===== config.mk =====
export PLATFORM = sky130hd
export DESIGN_NAME = tpcv_ctrl
export DESIGN_NICKNAME = d
export VERILOG_FILES = /design/src/tpcv_pkg.sv /design/src/tpcv_ctrl.sv
export SDC_FILE = /design/constraint.sdc
export NUM_CORES = 1
export LEC_CHECK = 0
export ABC_CLOCK_PERIOD_IN_PS = 1950
export BUFFER_PORTS_ARGS = -buffer_cell sky130_fd_sc_hd__buf_2
export CAP_MARGIN = 20
export CORE_MARGIN = 4
export CORE_UTILIZATION = 45
export DETAILED_ROUTE_END_ITERATION = 10
export GPL_ROUTABILITY_DRIVEN = 0
export MAX_ROUTING_LAYER = met4
export PLACE_DENSITY = 0.69
export SYNTH_ARGS = -nofsm -noshare
export SYNTH_HDL_FRONTEND = slang
export SYNTH_SLANG_ARGS = --single-unit

===== constraint.sdc =====
create_clock -name i_clk -period 1.95 [get_ports i_clk]
set_input_delay 0.195 -clock i_clk [delete_from_list [all_inputs] [get_ports i_clk]]
set_output_delay 0.195 -clock i_clk [all_outputs]
set_load 0.05 [all_outputs]

===== src/tpcv_pkg.sv =====
// Shared types, widths and helpers for the three-point circle vote scorer.
// No dependencies; every other source file but tpcv_ram imports this package.
`default_nettype none

package tpcv_pkg;

    // Store geometry and coordinate width.
    localparam int MAX_POINTS = 1024;
    localparam int COORD_BITS = 11;
    localparam int IDX_W      = $clog2(MAX_POINTS);
    localparam int CNT_W      = $clog2(MAX_POINTS + 1);
    localparam int PT_W       = 2 * COORD_BITS;
    localparam int FRAC_BITS  = 4;

    // Configuration port.
    localparam int CFG_W     = 16;
    localparam int CFG_IDX_W = 2;
    localparam int MINR_W    = 11;
    localparam int BANDH_W   = 8;
    localparam int MINDET_W  = 16;

    localparam logic [CFG_IDX_W-1:0] CFG_MIN_RADIUS = 2'd0;
    localparam logic [CFG_IDX_W-1:0] CFG_BAND_HALF  = 2'd1;
    localparam logic [CFG_IDX_W-1:0] CFG_MIN_DET    = 2'd2;

    // Arithmetic widths.
    localparam int DIFF_W    = COORD_BITS + 1;
    localparam int PROD_W    = 2 * DIFF_W;
    localparam int DET_W     = PROD_W + 1;
    localparam int SQ_W      = PROD_W + 1;
    localparam int MP_W      = DIFF_W + SQ_W;
    localparam int NUM_W     = MP_W + 1 + 3;
    localparam int DN_W      = NUM_W + 1;
    localparam int DD_W      = DET_W + 1;
    localparam int OFF_MAG_W = 25;
    localparam int OFF_W     = OFF_MAG_W + 1;
    localparam int CEN_W     = OFF_W + 1;
    localparam int OSQ_W     = 2 * OFF_W;
    localparam int R2_W      = 2 * OFF_MAG_W;
    localparam int ROOT_W    = R2_W / 2;
    localparam int REM_W     = ROOT_W + 3;
    localparam int BAND_W    = ROOT_W + 1;
    localparam int HI_W      = 2 * BAND_W;
    localparam int DR_W      = CEN_W + 1;
    localparam int DSQ_W     = 2 * DR_W;
    localparam int D2_W      = DSQ_W + 1;
    localparam int OUT_W     = 24;

    localparam logic [OFF_MAG_W-1:0] OFF_CLAMP = OFF_MAG_W'(1) << (OFF_MAG_W - 1);

    typedef enum logic [1:0] {
        ST_OK        = 2'd0,
        ST_COLLINEAR = 2'd1,
        ST_SMALL     = 2'd2,
        ST_BAD_INDEX = 2'd3
    } t_status;

    // Datapath step commanded by the controller.
    typedef enum logic [4:0] {
        OP_IDLE, OP_ACCEPT, OP_RD_A, OP_RD_B, OP_RD_C, OP_DIFF, OP_PROD, OP_SUM,
        OP_CHK, OP_NUM, OP_NUMS, OP_DIVR, OP_DIVC, OP_CEN, OP_SQ, OP_R2,
        OP_SQRT, OP_RAD, OP_RCHK, OP_BAND, OP_VOTE, OP_WAIT
    } t_op;

    typedef enum logic [4:0] {
        S_IDLE, S_RD_A, S_RD_B, S_RD_C, S_DIFF, S_PROD, S_SUM, S_CHK, S_NUM,
        S_NUMS, S_DIVR, S_WDIVR, S_DIVC, S_WDIVC, S_CEN, S_SQ, S_R2, S_SQRT,
        S_WSQRT, S_RAD, S_RCHK, S_BAND, S_VOTE, S_DONE
    } t_state;

    typedef struct packed {
        logic bad_index;
        logic collinear;
        logic small_rad;
        logic div_busy;
        logic sqrt_busy;
        logic vote_done;
    } t_stat;

    // Saturate a signed center value to the output width.
    function automatic logic [OUT_W-1:0] sat_center(input logic signed [CEN_W-1:0] v);
        logic signed [CEN_W-1:0] hi_lim;
        logic signed [CEN_W-1:0] lo_lim;
        hi_lim = CEN_W'((64'sd1 <<< (OUT_W - 1)) - 64'sd1);
        lo_lim = -CEN_W'(64'sd1 <<< (OUT_W - 1));
        if (v > hi_lim) begin
            return hi_lim[OUT_W-1:0];
        end else if (v < lo_lim) begin
            return lo_lim[OUT_W-1:0];
        end
        return v[OUT_W-1:0];
    endfunction

endpackage

`default_nettype wire


===== src/tpcv_ctrl.sv =====
// Controller state machine for the circle vote scorer: sequences the
// datapath steps of one evaluation. Depends on tpcv_pkg.
`default_nettype none

module tpcv_ctrl
    import tpcv_pkg::*;
(
    input  wire logic  i_clk,
    input  wire logic  i_rst_n,
    input  wire logic  i_start,
    input  wire logic  i_req_type,
    input  wire t_stat i_stat,
    output t_op        o_op,
    output logic       o_busy,
    output logic       o_done
);

    t_state r_state;
    t_state n_state;

    always_ff @(posedge i_clk) begin
        if (!i_rst_n) begin
            r_state <= S_IDLE;
        end else begin
            r_state <= n_state;
        end
    end

    always_comb begin
        n_state = r_state;
        unique case (r_state)
            S_IDLE: begin
                if (i_start && i_req_type) begin
                    n_state = i_stat.bad_index ? S_DONE : S_RD_A;
                end
            end
            S_RD_A:  n_state = S_RD_B;
            S_RD_B:  n_state = S_RD_C;
            S_RD_C:  n_state = S_DIFF;
            S_DIFF:  n_state = S_PROD;
            S_PROD:  n_state = S_SUM;
            S_SUM:   n_state = S_CHK;
            S_CHK:   n_state = i_stat.collinear ? S_DONE : S_NUM;
            S_NUM:   n_state = S_NUMS;
            S_NUMS:  n_state = S_DIVR;
            S_DIVR:  n_state = S_WDIVR;
            S_WDIVR: n_state = i_stat.div_busy ? S_WDIVR : S_DIVC;
            S_DIVC:  n_state = S_WDIVC;
            S_WDIVC: n_state = i_stat.div_busy ? S_WDIVC : S_CEN;
            S_CEN:   n_state = S_SQ;
            S_SQ:    n_state = S_R2;
            S_R2:    n_state = S_SQRT;
            S_SQRT:  n_state = S_WSQRT;
            S_WSQRT: n_state = i_stat.sqrt_busy ? S_WSQRT : S_RAD;
            S_RAD:   n_state = S_RCHK;
            S_RCHK:  n_state = i_stat.small_rad ? S_DONE : S_BAND;
            S_BAND:  n_state = S_VOTE;
            S_VOTE:  n_state = i_stat.vote_done ? S_DONE : S_VOTE;
            S_DONE:  n_state = S_IDLE;
            default: n_state = S_IDLE;
        endcase
    end

    always_comb begin
        o_busy = (r_state != S_IDLE);
        o_done = (r_state == S_DONE);
        unique case (r_state)
            S_IDLE:  o_op = i_start ? OP_ACCEPT : OP_IDLE;
            S_RD_A:  o_op = OP_RD_A;
            S_RD_B:  o_op = OP_RD_B;
            S_RD_C:  o_op = OP_RD_C;
            S_DIFF:  o_op = OP_DIFF;
            S_PROD:  o_op = OP_PROD;
            S_SUM:   o_op = OP_SUM;
            S_CHK:   o_op = OP_CHK;
            S_NUM:   o_op = OP_NUM;
            S_NUMS:  o_op = OP_NUMS;
            S_DIVR:  o_op = OP_DIVR;
            S_DIVC:  o_op = OP_DIVC;
            S_CEN:   o_op = OP_CEN;
            S_SQ:    o_op = OP_SQ;
            S_R2:    o_op = OP_R2;
            S_SQRT:  o_op = OP_SQRT;
            S_RAD:   o_op = OP_RAD;
            S_RCHK:  o_op = OP_RCHK;
            S_BAND:  o_op = OP_BAND;
            S_VOTE:  o_op = OP_VOTE;
            S_WDIVR, S_WDIVC, S_WSQRT: o_op = OP_WAIT;
            default: o_op = OP_IDLE;
        endcase
    end

endmodule

`default_nettype wire


* Word-level counts from Yosys, hierarchy flattened
Index checks and enable logic that the tools add are counted.
Cells by class: add/subtract/negate cells 0, multipliers 0, div/mod/pow operators 0, order comparisons 0, equal/unequal tests 24, shifts and indexed selects 0, multiplexer cells 11, bitwise operators 0, reductions and logical operators 4
Operator list (number):
- case mux 5 bit (23 select lines) | 1
- case mux 5 bit (21 select lines) | 1
- == test 5 x 4 -> 1 bit, second input constant | 8
- == test 5 bit, second input constant | 8
- == test 5 x 3 -> 1 bit, second input constant | 4
- two-way mux 5 bit | 3
- == test 5 x 2 -> 1 bit, second input constant | 2
- == test 5 x 1 -> 1 bit, second input constant | 1
- logical NOT 5 bit | 1
- nonzero test 5 bit | 1
- two-way mux 2 bit | 2
- two-way mux 1 bit | 3
- two-way mux 3 bit | 1
- OR reduction 3 bit | 1
- != test 2 bit, second input constant | 1
- logical AND 1 bit | 1
Storage, ports and cells: bits in registers 5, latch bits 0, bits in writable memories 0, ROM bits 0, bits of input ports 10, output and inout bits 7, memories kept 0

* Longest topological paths before layout
word-level depth 3, mapped depth 5, depth with buffers taken out 4

* Worst setup path before layout
No wires, ideal clock.
path type reg-to-output, start point reg r_state[4], end point out o_op[3], data arrival time 1965 ps, path slack -210 ps, cell stages (with the launch flop) 6, path through dfxtp_1 buf_4 buf_6 nor2_2 a21oi_1 o32ai_1
Between the ends: word-level cells in the longest chain between the ends 3, elaborated cells between the ends (all ways) 25, those cells by class eq/ne: 22; mux: 1; reduce/logical: 2
Ends and longest elaborated chain:
- from (decl) | RTL line tpcv_ctrl.sv:18 | t_state r_state;
- from (signal assigned) | RTL line tpcv_ctrl.sv:25 | r_state <= n_state;
- == test 5 x 4 -> 1 bit / == test 5 bit (equally long branches) | RTL line tpcv_ctrl.sv:67 | unique case (r_state)
- OR reduction 3 bit | RTL line tpcv_ctrl.sv:67
- case mux 5 bit (21 select lines) * | RTL line tpcv_ctrl.sv:67
- to (decl) | RTL line tpcv_ctrl.sv:13 | output t_op o_op,
Every way passes the cells marked *; elsewhere a longest branch is shown, timed or not.

* Worst setup path in the final report
start point reg r_state[2], end point out o_op[3]
The elaborated chain is that of the path after synthesis.

==> impl_results.md <==
* Run status: complete, no violations
* YS warnings at 0
* CORE AREA at 0.001506 sq mm
* Cells along the critical path: and3_1, a21oi_1, o32ai_2, buf_2
* VDD IR-drop max at 1.244 mV
* CP bufs+invs at 1
* Post-DP HPWL at 1356 microns
* Commonest non-fill, non-tap cells in the layout: buf_2, a21oi_1, buf_4, nand2_1
* Min-delay src: i_rst_n
* Arr. time, crit path at 1.64 ns
* GRT overflow at 0
* Number of flip-flops in the largest register at 5
* Number of remaining DRC errors at 0
* Slew Limit Fails at 0
* Crit Reg-Reg Startpoint: r_state[4]
* Post-Layout Cell Count at 129
* I/O pins at 17
* Sequential share of the synthesized area at 13.91%
* Largest net degree at the start of global routing at 16
* Sequential power share at 15.1%
* Synth cell types at 37
* WL/cell at 13.68 microns
* Worst Tran Pin Value at 0.3821 ns
* Total vias in the final route at 774
* Slowest stage delay, CP at 0.54 ns
* Share of layout cells above drive strength 1 at 42.48%
* Number of global-route vias before repair at 663
* GRT Overall Usage at 17.96%
* Logic pwr share at 76.9%
* Hold Violations, Final at 0
* Final Cycle Share at 93.85%
* Initial antenna violation count at 0
* Slew headroom at 74.49%
* Number of synthesized register bits at 5
* CTS tree: yes
* Mapped cell area at 719.4 sq um
* Setup slack, reg-to-reg at 0.48 ns
* Dominant cell type by area after synthesis: dfxtp_1
* CTS buffer count at 3
* Starting Density at 47.76%
* # rows at 14
* CP endpoint kind: output port
* Switch share at 58.91%
* Req. time, crit path at 1.75 ns
* Initial DRC Count at 16
* Final Setup Violations at 0
* Gate count of the mapped netlist at 93
* First-pass GRT wire length at 2932 microns
* WHS Path Cells at 3
* CP Class: reg2out
* Top reg by flops: r_state
* I/O Buffers at 16
* Clock sink total at 5
* Max-cap violations at 0
* Commonest non-fill, non-tap cell in the layout: buf_2
* CP top delay family: flip-flops
* Clk pin slew, worst setup/hold paths at 0.05 ns
* Crit path from: r_state[2]
* Die height at 47.99 microns
* Deepest clock path buffer count at 2
* Hold Path Sink: r_state[1]
* Clock Skews at 0.002194 ns
* HP Class: in2reg
* H-tree depth at 1
* Power Density at 1913 mW/mm^2
* Post-synth net total at 103
* R2R depth at 5
* DRT Pass-1 Iters at 4
* Critical path peak fanout at 9
* Clk_lat worst skew at 0.25 ns
* Setup TNS at 0 ns
* Crit start category: flip-flop
* F_max at 0.5464 GHz
* Layout area overhead at 15.83%
* Psw at 0.0009390 W
* Nets at 124
* Leakage at 0.3326 nW
* Root buffer cell: clkbuf_4
* Ant diodes at 0
* Number of setup buffers added after CTS at 0
* Die width at 47.99 microns
* Worst r2r dst: r_state[0]
* Yosys top cell area share at 13.91%
* Clock share of power at 8.0%
* Placed insts at 125
* Top flop regs: r_state (5)
* Internal Power at 0.0006550 W
* Routed WL at 1765 microns
* DRT antenna net count at 0
* RSZ-0062 raised after global routing: no
* Die area at 0.002303 sq mm
* Top cells by area, synth: dfxtp_1, buf_6, a21oi_1
* Slowest CP cell: dfxtp_1
* Fin Hold WS at 0.2545 ns
* Fin crit period at 1.830 ns
* Via/cell ratio at 6.000
* Mapped Avg Cell Area at 7.736 sq um
[metrics by stage]
stage               total power, W  utilization [%]  worst slack (ns)  instance area (sq um)
floorplan                 0.001269                -           0.03278                  726.9
global placement          0.001450            53.16            0.2761                  800.8
finish                    0.001594            55.32            0.1199                  833.3
detailed placement        0.001455            53.16            0.2660                  800.8
CTS                       0.001586            54.98           0.01318                  828.3
global route              0.001716            55.32           0.01989                  833.3
[layout make-up]
| class | count | area, sq um |
|---|---|---|
| Clock buffer | 4 | 26.28 |
| Fill cell | 151 | 673.1 |
| Inverter | 4 | 15.01 |
| Multi-Input combinational cell | 75 | 518.0 |
| Sequential cell | 5 | 103.9 |
| Tap cell | 16 | 20.02 |
| Timing Repair Buffer | 25 | 150.1 |
[layer usage]
layer | track usage, % | share of wire [%] | up-vias
met5 | - | 0 | -
met2 | 27.44 | 46 | 27
met4 | 4.839 | 1.2 | 0
met3 | 1.128 | 5.2 | 2
met1 | 25.27 | 47 | 354
li1 | - | - | 391
[worst min-delay path: stages]
cell and delay (ns):
buf_2 0.10, nand3_2 0.11, a31oi_2 0.04
[cells in the mapped netlist (all sizes together)]
library cell and n:
a31oi 5, a211oi 3, a221oi 2, and2b 1
o32ai 2, and3 1, dfxtp 5, a211o 1
nor2 6, nand2 8, a21boi 1, nor3b 1
inv 4, or3b 1, o211ai 2, nor2b 1
o21ai 7, a21oi 13, a311oi 1, nand3b 4
nand3 4, nor3 7, a21o 1, buf 9
xor2 1, nand2b 2
[power groups by stage]
stage / logic (W) / registers [W] / clock network [W]
after global placement: 0.00121 / 0.000237 / 0
after floorplan: 0.00110 / 0.000165 / 0
after detailed placement: 0.00122 / 0.000236 / 0
after global routing: 0.00134 / 0.000253 / 0.000127
after CTS: 0.00122 / 0.000237 / 0.000127
final: 0.00123 / 0.000241 / 0.000127
[logic make-up after synthesis]
| logic type | share of synthesized area, % |
|---|---|
| xor gates and xnor gates | 1.218 |
| and+or+nand+nor | 31.66 |
| buffers and inverters | 15.13 |
| AOI/OAI and AO/OA | 38.09 |
| DFF | 13.91 |
[repair_timing]
action / CTS / global route
resized for setup: 1 / 3
endpoints found under the setup margin: 1 / 4
hold buffers: 0 / 0
[worst max-delay path by stage]
stage	endpoint	depth (start not counted)	slack (ns)
finish	o_op[3]	4	0.12
global route	o_op[1]	5	0.02
CTS	o_op[1]	6	0.01
detailed placement	o_op[3]	5	0.27
global placement	o_op[3]	5	0.28
floorplan	o_done	3	0.03
Power figures use the tool's default switching activity.
